==> src/hw/rtl/lkvc_pkg.sv <==
package lkvc_pkg;

   // Default number of cache slots
   localparam int ENTRIES_DEFAULT = 16;

   // Field widths
   localparam int DATA_W = 32;
   localparam int CFG_W  = 5;
   localparam int CSR_W  = 32;
   localparam int ADDR_W = 3;

   // Reset value of the entries_in_use register
   localparam logic [CFG_W-1:0] ENTRIES_IN_USE_RESET = 5'd16;

   // Register index of entries_in_use
   localparam logic [0:0] CSR_IDX_ENTRIES = 1'b0;

   // Command codes
   localparam logic CMD_GET = 1'b0;
   localparam logic CMD_PUT = 1'b1;

   // Read value returned on a miss or a put
   localparam logic [DATA_W-1:0] READ_MISS = '1;

   // Sequencer states
   typedef enum logic [2:0] {
      ST_IDLE,
      ST_SCAN,
      ST_DECIDE,
      ST_UPDATE,
      ST_DONE
   } state_type;

endpackage

==> src/hw/rtl/lru_key_value_cache.sv <==
// Channel   Dir  Handshake              Payload
// req       in   req_tvalid/req_tready  tuser: cmd; tdata: lookup_key, store_value
// rsp       out  rsp_tvalid/rsp_tready  tuser: hit; tdata: read_value, newest_value
// csr       in   APB, pready always 1   entries_in_use at byte address 0
//
// One request at a time. A get miss takes only the search walk; a get hit or
// any put takes both walks: one key/rank compare unit walks the entry
// memories one slot per cycle, once to search and once more
// to age the recency ranks. A result waits in the output register while the
// next request runs; that request holds in its last step until the register
// drains. Reset (synchronous) clears the valid bits and the fill count at once.
module lru_key_value_cache #(
   parameter int ENTRIES = lkvc_pkg::ENTRIES_DEFAULT
) (
   input  logic                              clock,
   input  logic                              reset,
   // request channel
   input  logic                              req_tvalid,
   output logic                              req_tready,
   input  logic [2*lkvc_pkg::DATA_W-1:0]     req_tdata,   // [31:0] lookup_key, [63:32] store_value
   input  logic                              req_tuser,   // [0] cmd
   // response channel
   output logic                              rsp_tvalid,
   input  logic                              rsp_tready,
   output logic [2*lkvc_pkg::DATA_W-1:0]     rsp_tdata,   // [31:0] read_value, [63:32] newest_value
   output logic                              rsp_tuser,   // [0] hit
   // configuration port
   input  logic                              csr_psel,
   input  logic                              csr_penable,
   input  logic                              csr_pwrite,
   input  logic [lkvc_pkg::ADDR_W-1:0]       csr_paddr,
   input  logic [lkvc_pkg::CSR_W-1:0]        csr_pwdata,
   output logic [lkvc_pkg::CSR_W-1:0]        csr_prdata,
   output logic                              csr_pready
);

   localparam int DW   = lkvc_pkg::DATA_W;
   localparam int IDXW = (ENTRIES > 1) ? $clog2(ENTRIES) : 1;
   localparam int CW   = $clog2(ENTRIES + 1);
   localparam int RW   = IDXW;
   localparam int CAPW = (CW > lkvc_pkg::CFG_W) ? CW : lkvc_pkg::CFG_W;

   // Entry storage
   logic [DW-1:0] key_mem  [ENTRIES];
   logic [DW-1:0] val_mem  [ENTRIES];
   logic [RW-1:0] rank_mem [ENTRIES];

   lkvc_pkg::state_type state_ff, state_in;

   logic [lkvc_pkg::CFG_W-1:0] eiu_ff, eiu_in;
   logic [ENTRIES-1:0]         valid_ff, valid_in;
   logic [CW-1:0]              filled_ff, filled_in;

   // Latched request
   logic          cmd_ff;
   logic [DW-1:0] key_ff, sval_ff;

   // Scan counter and read pipeline
   logic [CW-1:0]   cnt_ff, cnt_in;
   logic            pipe_vld_ff, pipe_vld_in;
   logic [IDXW-1:0] pipe_idx_ff, pipe_idx_in;
   logic [DW-1:0]   key_rd_ff, val_rd_ff;
   logic [RW-1:0]   rank_rd_ff;

   // Search results
   logic            match_ff, match_in;
   logic [IDXW-1:0] match_idx_ff, match_idx_in;
   logic [RW-1:0]   match_rank_ff, match_rank_in;
   logic [DW-1:0]   match_val_ff, match_val_in;
   logic            old_found_ff, old_found_in;
   logic [IDXW-1:0] old_idx_ff, old_idx_in;
   logic [RW-1:0]   old_rank_ff, old_rank_in;
   logic            free_found_ff, free_found_in;
   logic [IDXW-1:0] free_idx_ff, free_idx_in;
   logic [DW-1:0]   front_val_ff, front_val_in;

   // Update control and result
   logic            upd_insert_ff, upd_insert_in;
   logic [IDXW-1:0] upd_target_ff, upd_target_in;
   logic [RW-1:0]   upd_limit_ff, upd_limit_in;
   logic            res_hit_ff, res_hit_in;
   logic [DW-1:0]   res_read_ff, res_read_in;
   logic [DW-1:0]   res_newest_ff, res_newest_in;

   // Output register
   logic          rsp_valid_ff, rsp_valid_in;
   logic          rsp_hit_ff;
   logic [DW-1:0] rsp_read_ff, rsp_newest_ff;

   logic            req_acc;
   logic            issue;
   logic            last_proc;
   logic            cur_valid;
   logic            rsp_load;
   logic            csr_wr;
   logic [CAPW-1:0] eiu_ext, cap;
   logic            evict;
   logic [IDXW-1:0] slot;
   logic            mem_wr;
   logic [IDXW-1:0] mem_wr_idx;
   logic [DW-1:0]   mem_wr_val;
   logic            rank_wr;
   logic [RW-1:0]   rank_new;

   assign req_acc   = req_tvalid && req_tready;
   assign issue     = (state_ff == lkvc_pkg::ST_SCAN || state_ff == lkvc_pkg::ST_UPDATE)
                      && (cnt_ff < CW'(ENTRIES));
   assign last_proc = pipe_vld_ff && (cnt_ff == CW'(ENTRIES));
   assign cur_valid = valid_ff[pipe_idx_ff];
   assign rsp_load  = (state_ff == lkvc_pkg::ST_DONE) && (!rsp_valid_ff || rsp_tready);

   // Effective capacity: zero acts as one, clamp to the slot count
   always_comb begin
      eiu_ext = CAPW'(eiu_ff);
      if (eiu_ff == '0) begin
         cap = CAPW'(1);
      end else if (eiu_ext > CAPW'(ENTRIES)) begin
         cap = CAPW'(ENTRIES);
      end else begin
         cap = eiu_ext;
      end
      evict = (CAPW'(filled_ff) >= cap);
      if (evict && (!free_found_ff || old_idx_ff < free_idx_ff)) begin
         slot = old_idx_ff;
      end else begin
         slot = free_idx_ff;
      end
   end

   // Next state
   always_comb begin
      state_in = state_ff;
      case (state_ff)
         lkvc_pkg::ST_IDLE: begin
            if (req_acc) state_in = lkvc_pkg::ST_SCAN;
         end
         lkvc_pkg::ST_SCAN: begin
            if (last_proc) state_in = lkvc_pkg::ST_DECIDE;
         end
         lkvc_pkg::ST_DECIDE: begin
            if (cmd_ff == lkvc_pkg::CMD_GET && !match_ff) begin
               state_in = lkvc_pkg::ST_DONE;
            end else begin
               state_in = lkvc_pkg::ST_UPDATE;
            end
         end
         lkvc_pkg::ST_UPDATE: begin
            if (last_proc) state_in = lkvc_pkg::ST_DONE;
         end
         lkvc_pkg::ST_DONE: begin
            if (rsp_load) state_in = lkvc_pkg::ST_IDLE;
         end
         default: state_in = lkvc_pkg::ST_IDLE;
      endcase
   end

   // State outputs
   always_comb begin
      req_tready = 1'b0;
      case (state_ff)
         lkvc_pkg::ST_IDLE: req_tready = 1'b1;
         default:           req_tready = 1'b0;
      endcase
   end

   // Walk counter and read pipeline
   always_comb begin
      cnt_in      = cnt_ff;
      pipe_vld_in = issue;
      pipe_idx_in = cnt_ff[IDXW-1:0];
      if (state_ff == lkvc_pkg::ST_IDLE || state_ff == lkvc_pkg::ST_DECIDE) begin
         cnt_in = '0;
      end else if (issue) begin
         cnt_in = cnt_ff + CW'(1);
      end
   end

   // Search pass: match, oldest, first free slot, current front
   always_comb begin
      match_in      = match_ff;
      match_idx_in  = match_idx_ff;
      match_rank_in = match_rank_ff;
      match_val_in  = match_val_ff;
      old_found_in  = old_found_ff;
      old_idx_in    = old_idx_ff;
      old_rank_in   = old_rank_ff;
      free_found_in = free_found_ff;
      free_idx_in   = free_idx_ff;
      front_val_in  = front_val_ff;
      if (req_acc) begin
         match_in      = 1'b0;
         old_found_in  = 1'b0;
         free_found_in = 1'b0;
         front_val_in  = '0;
      end else if (state_ff == lkvc_pkg::ST_SCAN && pipe_vld_ff) begin
         if (cur_valid && key_rd_ff == key_ff && !match_ff) begin
            match_in      = 1'b1;
            match_idx_in  = pipe_idx_ff;
            match_rank_in = rank_rd_ff;
            match_val_in  = val_rd_ff;
         end
         if (cur_valid && (!old_found_ff || rank_rd_ff > old_rank_ff)) begin
            old_found_in = 1'b1;
            old_idx_in   = pipe_idx_ff;
            old_rank_in  = rank_rd_ff;
         end
         if (!cur_valid && !free_found_ff) begin
            free_found_in = 1'b1;
            free_idx_in   = pipe_idx_ff;
         end
         if (cur_valid && rank_rd_ff == '0) begin
            front_val_in = val_rd_ff;
         end
      end
   end

   // Decide: result, entry write, valid and fill bookkeeping
   always_comb begin
      upd_insert_in = upd_insert_ff;
      upd_target_in = upd_target_ff;
      upd_limit_in  = upd_limit_ff;
      res_hit_in    = res_hit_ff;
      res_read_in   = res_read_ff;
      res_newest_in = res_newest_ff;
      valid_in      = valid_ff;
      filled_in     = filled_ff;
      mem_wr        = 1'b0;
      mem_wr_idx    = slot;
      mem_wr_val    = sval_ff;
      if (state_ff == lkvc_pkg::ST_DECIDE) begin
         res_hit_in    = 1'b0;
         res_read_in   = lkvc_pkg::READ_MISS;
         upd_insert_in = 1'b0;
         upd_target_in = match_idx_ff;
         upd_limit_in  = match_rank_ff;
         if (cmd_ff == lkvc_pkg::CMD_GET) begin
            if (match_ff) begin
               res_hit_in    = 1'b1;
               res_read_in   = match_val_ff;
               res_newest_in = match_val_ff;
            end else begin
               res_newest_in = front_val_ff;
            end
         end else begin
            res_newest_in = sval_ff;
            mem_wr        = 1'b1;
            if (match_ff) begin
               mem_wr_idx = match_idx_ff;
            end else begin
               // drop the oldest entry when full, then claim the slot
               upd_insert_in = 1'b1;
               upd_target_in = slot;
               if (evict) valid_in[old_idx_ff] = 1'b0;
               valid_in[slot] = 1'b1;
               filled_in = filled_ff + CW'(1) - CW'(evict);
            end
         end
      end
   end

   // Age pass: new rank of the entry leaving the read pipeline
   always_comb begin
      rank_wr = (state_ff == lkvc_pkg::ST_UPDATE) && pipe_vld_ff;
      if (pipe_idx_ff == upd_target_ff) begin
         rank_new = '0;
      end else if (cur_valid && (upd_insert_ff || rank_rd_ff < upd_limit_ff)) begin
         rank_new = rank_rd_ff + RW'(1);
      end else begin
         rank_new = rank_rd_ff;
      end
   end

   // Output register
   assign rsp_valid_in = (rsp_valid_ff && !rsp_tready) || rsp_load;
   assign rsp_tvalid   = rsp_valid_ff;
   assign rsp_tuser    = rsp_hit_ff;
   assign rsp_tdata    = {rsp_newest_ff, rsp_read_ff};

   // Configuration port
   assign csr_pready = 1'b1;
   assign csr_wr     = csr_psel && csr_penable && csr_pwrite && csr_pready;
   always_comb begin
      eiu_in = eiu_ff;
      if (csr_wr && csr_paddr[2:2] == lkvc_pkg::CSR_IDX_ENTRIES) begin
         eiu_in = csr_pwdata[lkvc_pkg::CFG_W-1:0];
      end
      if (csr_paddr[2:2] == lkvc_pkg::CSR_IDX_ENTRIES) begin
         csr_prdata = lkvc_pkg::CSR_W'(eiu_ff);
      end else begin
         csr_prdata = '0;
      end
   end

   // Control registers
   always_ff @(posedge clock) begin
      if (reset) begin
         state_ff     <= lkvc_pkg::ST_IDLE;
         eiu_ff       <= lkvc_pkg::ENTRIES_IN_USE_RESET;
         valid_ff     <= '0;
         filled_ff    <= '0;
         cnt_ff       <= '0;
         pipe_vld_ff  <= 1'b0;
         rsp_valid_ff <= 1'b0;
      end else begin
         state_ff     <= state_in;
         eiu_ff       <= eiu_in;
         valid_ff     <= valid_in;
         filled_ff    <= filled_in;
         cnt_ff       <= cnt_in;
         pipe_vld_ff  <= pipe_vld_in;
         rsp_valid_ff <= rsp_valid_in;
      end
   end

   // Payload registers
   always_ff @(posedge clock) begin
      if (req_acc) begin
         cmd_ff  <= req_tuser;
         key_ff  <= req_tdata[DW-1:0];
         sval_ff <= req_tdata[2*DW-1:DW];
      end
      pipe_idx_ff   <= pipe_idx_in;
      match_ff      <= match_in;
      match_idx_ff  <= match_idx_in;
      match_rank_ff <= match_rank_in;
      match_val_ff  <= match_val_in;
      old_found_ff  <= old_found_in;
      old_idx_ff    <= old_idx_in;
      old_rank_ff   <= old_rank_in;
      free_found_ff <= free_found_in;
      free_idx_ff   <= free_idx_in;
      front_val_ff  <= front_val_in;
      upd_insert_ff <= upd_insert_in;
      upd_target_ff <= upd_target_in;
      upd_limit_ff  <= upd_limit_in;
      res_hit_ff    <= res_hit_in;
      res_read_ff   <= res_read_in;
      res_newest_ff <= res_newest_in;
      if (rsp_load) begin
         rsp_hit_ff    <= res_hit_ff;
         rsp_read_ff   <= res_read_ff;
         rsp_newest_ff <= res_newest_ff;
      end
   end

   // Entry memories: one registered read, one write each
   always_ff @(posedge clock) begin
      if (issue) begin
         key_rd_ff  <= key_mem[cnt_ff[IDXW-1:0]];
         val_rd_ff  <= val_mem[cnt_ff[IDXW-1:0]];
         rank_rd_ff <= rank_mem[cnt_ff[IDXW-1:0]];
      end
      if (mem_wr) begin
         key_mem[mem_wr_idx] <= key_ff;
         val_mem[mem_wr_idx] <= mem_wr_val;
      end
      if (rank_wr) begin
         rank_mem[pipe_idx_ff] <= rank_new;
      end
   end

   // Valid marks and fill count agree whenever no request is in flight
   a_fill_count: assert property (@(posedge clock) disable iff (reset)
      state_ff == lkvc_pkg::ST_IDLE |-> $countones(valid_ff) == int'(filled_ff))
      else $error("fill count does not match valid marks");

   // Fill level never exceeds the slot count
   a_fill_bound: assert property (@(posedge clock) disable iff (reset)
      filled_ff <= CW'(ENTRIES))
      else $error("fill count above slot count");

   // A result without hit carries the miss value
   a_miss_value: assert property (@(posedge clock) disable iff (reset)
      rsp_tvalid && !rsp_tuser |-> rsp_tdata[DW-1:0] == lkvc_pkg::READ_MISS)
      else $error("miss or put result with wrong read value");

   // An accepted request starts the search walk from slot zero
   a_scan_start: assert property (@(posedge clock) disable iff (reset)
      req_acc |=> state_ff == lkvc_pkg::ST_SCAN && cnt_ff == '0)
      else $error("search walk did not start after request");

endmodule

==> config.mk <==
export PLATFORM = sky130hd
export DESIGN_NAME = lru_key_value_cache
export DESIGN_NICKNAME = d
export VERILOG_FILES = /design/src/hw/rtl/lkvc_pkg.sv /design/src/hw/rtl/lru_key_value_cache.sv
export SDC_FILE = /design/constraint.sdc
export NUM_CORES = 2
export LEC_CHECK = 0
export BUFFER_PORTS_ARGS = -buffer_cell sky130_fd_sc_hd__buf_2
export CAP_MARGIN = 10
export CORE_MARGIN = 4
export CORE_UTILIZATION = 30
export DETAILED_ROUTE_END_ITERATION = 7
export SYNTH_ARGS = -nofsm -noshare
export SYNTH_HDL_FRONTEND = slang
export SYNTH_SLANG_ARGS = --single-unit
==> constraint.sdc <==
create_clock -name clock -period 7.4 [get_ports clock]
set_input_delay 1.11 -clock clock [delete_from_list [all_inputs] [get_ports clock]]
set_output_delay 1.11 -clock clock [all_outputs]
set_load 0.01 [all_outputs]
==> results.json <==
{
  "power_density_nw_per_um2": 263,
  "synth-seq-cells": 1487,
  "initial_utilization": 0.303,
  "die_y_um": 442,
  "io_buffer_count": 149,
  "largest_registers": "key_mem: 512 flops, val_mem: 512 flops, rank_mem: 64 flops",
  "maximum_number_of_pins_on_one_net_before_global_route_repair": 138,
  "worst_setup_ep_type": "flop",
  "die_area_um2": 195000,
  "synth_top_area_frac": 0.752,
  "run_status": "finished clean",
  "post-dp-hpwl_um": 67400,
  "yosys_warnings": 0,
  "drive_above_1_share": 0.262,
  "max_freq_mhz": 217,
  "r2r-start": "eiu_ext[1]$_SDFFE_PP0P_",
  "chipWidth_um": 442,
  "route.detailed.drc": 0,
  "clock_latency_ns": 0.77,
  "postLayoutCoreUtil": 0.349,
  "antenna_found_initial": 9,
  "cap_viol_max_count": 0,
  "library_cell_occupying_the_most_area_in_the_post_synthesis_netlist": "sky130_fd_sc_hd__edfxtp_1",
  "r2r_cells": 13,
  "cts.clk_slew.worst_paths_ns": 0.06,
  "timing.final.crit_period_ns": 4.62,
  "cp.required_ns": 7.78,
  "cp-startpoint": "eiu_ext[1]$_SDFFE_PP0P_",
  "cp.arrival_ns": 5.00,
  "avgViaCountPerCell": 4.78,
  "flow.area_growth_from_synthesis_pct": 15.3,
  "clock_path_buffers": 3,
  "synthesis.area_per_instance_um2": 21.2,
  "cts.repair.resized": 0,
  "async_flop_share": 0,
  "vdd_ir_drop_max_v": 0.000230,
  "route.antenna.remaining_nets": 0,
  "gpl.final_weighted_congestion": 0.805,
  "final_nets": 3011,
  "netlist_area_um2": 56400,
  "grt_first_pass_wirelength_um": 183000,
  "setup-tns-final_ns": 0,
  "synth.top_cells.by_area": "sky130_fd_sc_hd__edfxtp_1 75%, sky130_fd_sc_hd__mux4_2 14%, sky130_fd_sc_hd__dfxtp_1 2.7%",
  "cts_tree": "done",
  "floorplan.rows": 158,
  "hold_path_startpoint": "res_read_ff[31]$_SDFFCE_PP1P_",
  "fin_total_pwr_w": 0.0171,
  "number_of_enable_type_register_cells_in_the_synthesized_netlist": 1412,
  "postSynth.topFlopCell": "sky130_fd_sc_hd__edfxtp_1",
  "wl_per_cell_um": 22.6,
  "clockRootBuffer": "sky130_fd_sc_hd__clkbuf_16",
  "highest_net_fanout_along_the_worst_path": 42,
  "post-cts-setup-buffer-count": 0,
  "timing.final.max_slew_violations": 0,
  "finalHoldViolCount": 0,
  "dpl_cell_area_um2": 60200,
  "synth_cells": 2660,
  "first_pass_iters": 5,
  "setup_viol_count_final": 0,
  "min-delay-path-class": "reg -> reg",
  "cts_hold_buf": 0,
  "pin_count": 207,
  "htreeDepth": 4,
  "grt_pass1_vias": 26800,
  "worst_pin_slew_ns": 1.14,
  "relSlewSlack": 0.242,
  "cell_with_the_most_instances_after_synthesis": "sky130_fd_sc_hd__edfxtp_1",
  "finalWirelength_um": 124000,
  "synth.yosys.seq_area_share": 0.778,
  "holdWs_ns": 0.410,
  "clk_sink_count": 1487,
  "whs_path_depth": 0,
  "p_leak_nw": 19.8,
  "vias": 26200,
  "finClkSkew_ns": 0.0228,
  "drt-initial-drc-count": 2540,
  "post_synth_most_frequent_cells": "1412 x sky130_fd_sc_hd__edfxtp_1, 340 x sky130_fd_sc_hd__mux4_2, 96 x sky130_fd_sc_hd__nand2_1",
  "grt_util_all_layers": 0.125,
  "total_overflow_reported_by_the_global_router": 0,
  "placeableCoreArea_um2": 186000,
  "postLayoutCellArea_um2": 65000,
  "grt_setup_unrepaired": "false",
  "path_class": "reg -> reg",
  "cts-buffers-inserted": 153,
  "layout_worst_path_cycle_share": 0.624,
  "timing.critical_path.from_type": "flop",
  "synth_cell_types": 66
}
## per-stage QoR
stage,setup WS [ns],std cells
3_5_place_dp,2.88,5204
2_1_floorplan,0.204,2686
3_3_place_gp,2.80,5204
6_report,2.78,5486
5_1_grt,2.42,5486
4_1_cts,2.83,5485
## cell families (layout without fill, tap and decap cells)
family                     after synthesis  after routing  share of synthesized area
AOI/OAI and AO/OA                      177            177                     0.0192
xor gates and xnor gates                36             36                    0.00559
adders and majority gates               25             25                    0.00554
buffers and inverters                  193            512                     0.0156
DFF                                   1487           1487                      0.778
muxes                                  387            387                      0.145
other                                    2             29                   0.000133
and+or+nand+nor                        353            353                     0.0309
## worst paths after layout
kind                               end  slack (ns)
min reg2reg  rsp_read_ff[31]$_DFFE_PP_        0.41
max            key_mem[7][7]$_DFFE_PP_        2.78
max reg2reg    key_mem[7][7]$_DFFE_PP_        2.78
min          rsp_read_ff[31]$_DFFE_PP_        0.41
## cell type report
class                           count  area (um^2)
Antenna cell                        1         2.50
Sequential cell                  1487        43900
Tap cell                         2480         3100
Fill cell                       17300       121000
Timing Repair Buffer              198         1250
Clock buffer                      208         4140
Clock inverter                     73          654
Multi-Input combinational cell   1006        11800
Inverter                           33          126
## where the power goes
group / switching (W) / total, W / internal [W]
combinational: 0.000220 / 0.000392 / 0.000173
sequential: 0.000111 / 0.00936 / 0.00925
clock: 0.00316 / 0.00735 / 0.00419
## placed cells by master, fill, tap and decap left out, drive strengths merged, types with 3 or more instances in the layout
| cell type | n |
|---|---|
| clkinv | 57 |
| nand4b | 3 |
| mux2 | 4 |
| o21ai | 91 |
| ha | 25 |
| xor2 | 31 |
| o22ai | 7 |
| inv | 39 |
| mux4 | 342 |
| a21oi | 27 |
| a31oi | 13 |
| mux2i | 41 |
| a311oi | 3 |
| clkbuf | 208 |
| a211oi | 6 |
| nand4 | 10 |
| a21o | 7 |
| buf | 198 |
| nor2 | 57 |
| bufinv | 7 |
| clkinvlp | 3 |
| dfxtp | 75 |
| nand2b | 16 |
| or3 | 39 |
| nand3 | 56 |
| o211ai | 3 |
| nand2 | 96 |
| xnor2 | 5 |
| nor2b | 13 |
| nor4 | 10 |
| edfxtp | 1412 |
| conb | 28 |
| nor3 | 43 |
## routing by layer
layer | up-vias | share of wire | GRT usage
li1 | 11400 | - | -
met1 | 13800 | 0.45 | 0.178
met2 | 853 | 0.47 | 0.195
met3 | 194 | 0.059 | 0.0249
met4 | 0 | 0.022 | 0.0354
met5 | - | 0 | 0
## critical path, cell delays in order (launching register included)
cell	delay, ns
sky130_fd_sc_hd__dfxtp_1	0.38
sky130_fd_sc_hd__nor3_1	0.07
sky130_fd_sc_hd__nor2_1	0.08
sky130_fd_sc_hd__nor2_1	0.06
sky130_fd_sc_hd__ha_1	0.26
sky130_fd_sc_hd__nand2b_1	0.10
sky130_fd_sc_hd__a21oi_1	0.09
sky130_fd_sc_hd__o21ai_1	0.15
sky130_fd_sc_hd__buf_4	0.22
sky130_fd_sc_hd__clkinv_1	0.34
sky130_fd_sc_hd__nor2_1	0.92
sky130_fd_sc_hd__a311oi_1	0.46
sky130_fd_sc_hd__nor3_2	0.31
sky130_fd_sc_hd__buf_4	0.73
Note: power is estimated with default switching activity, not from simulation.
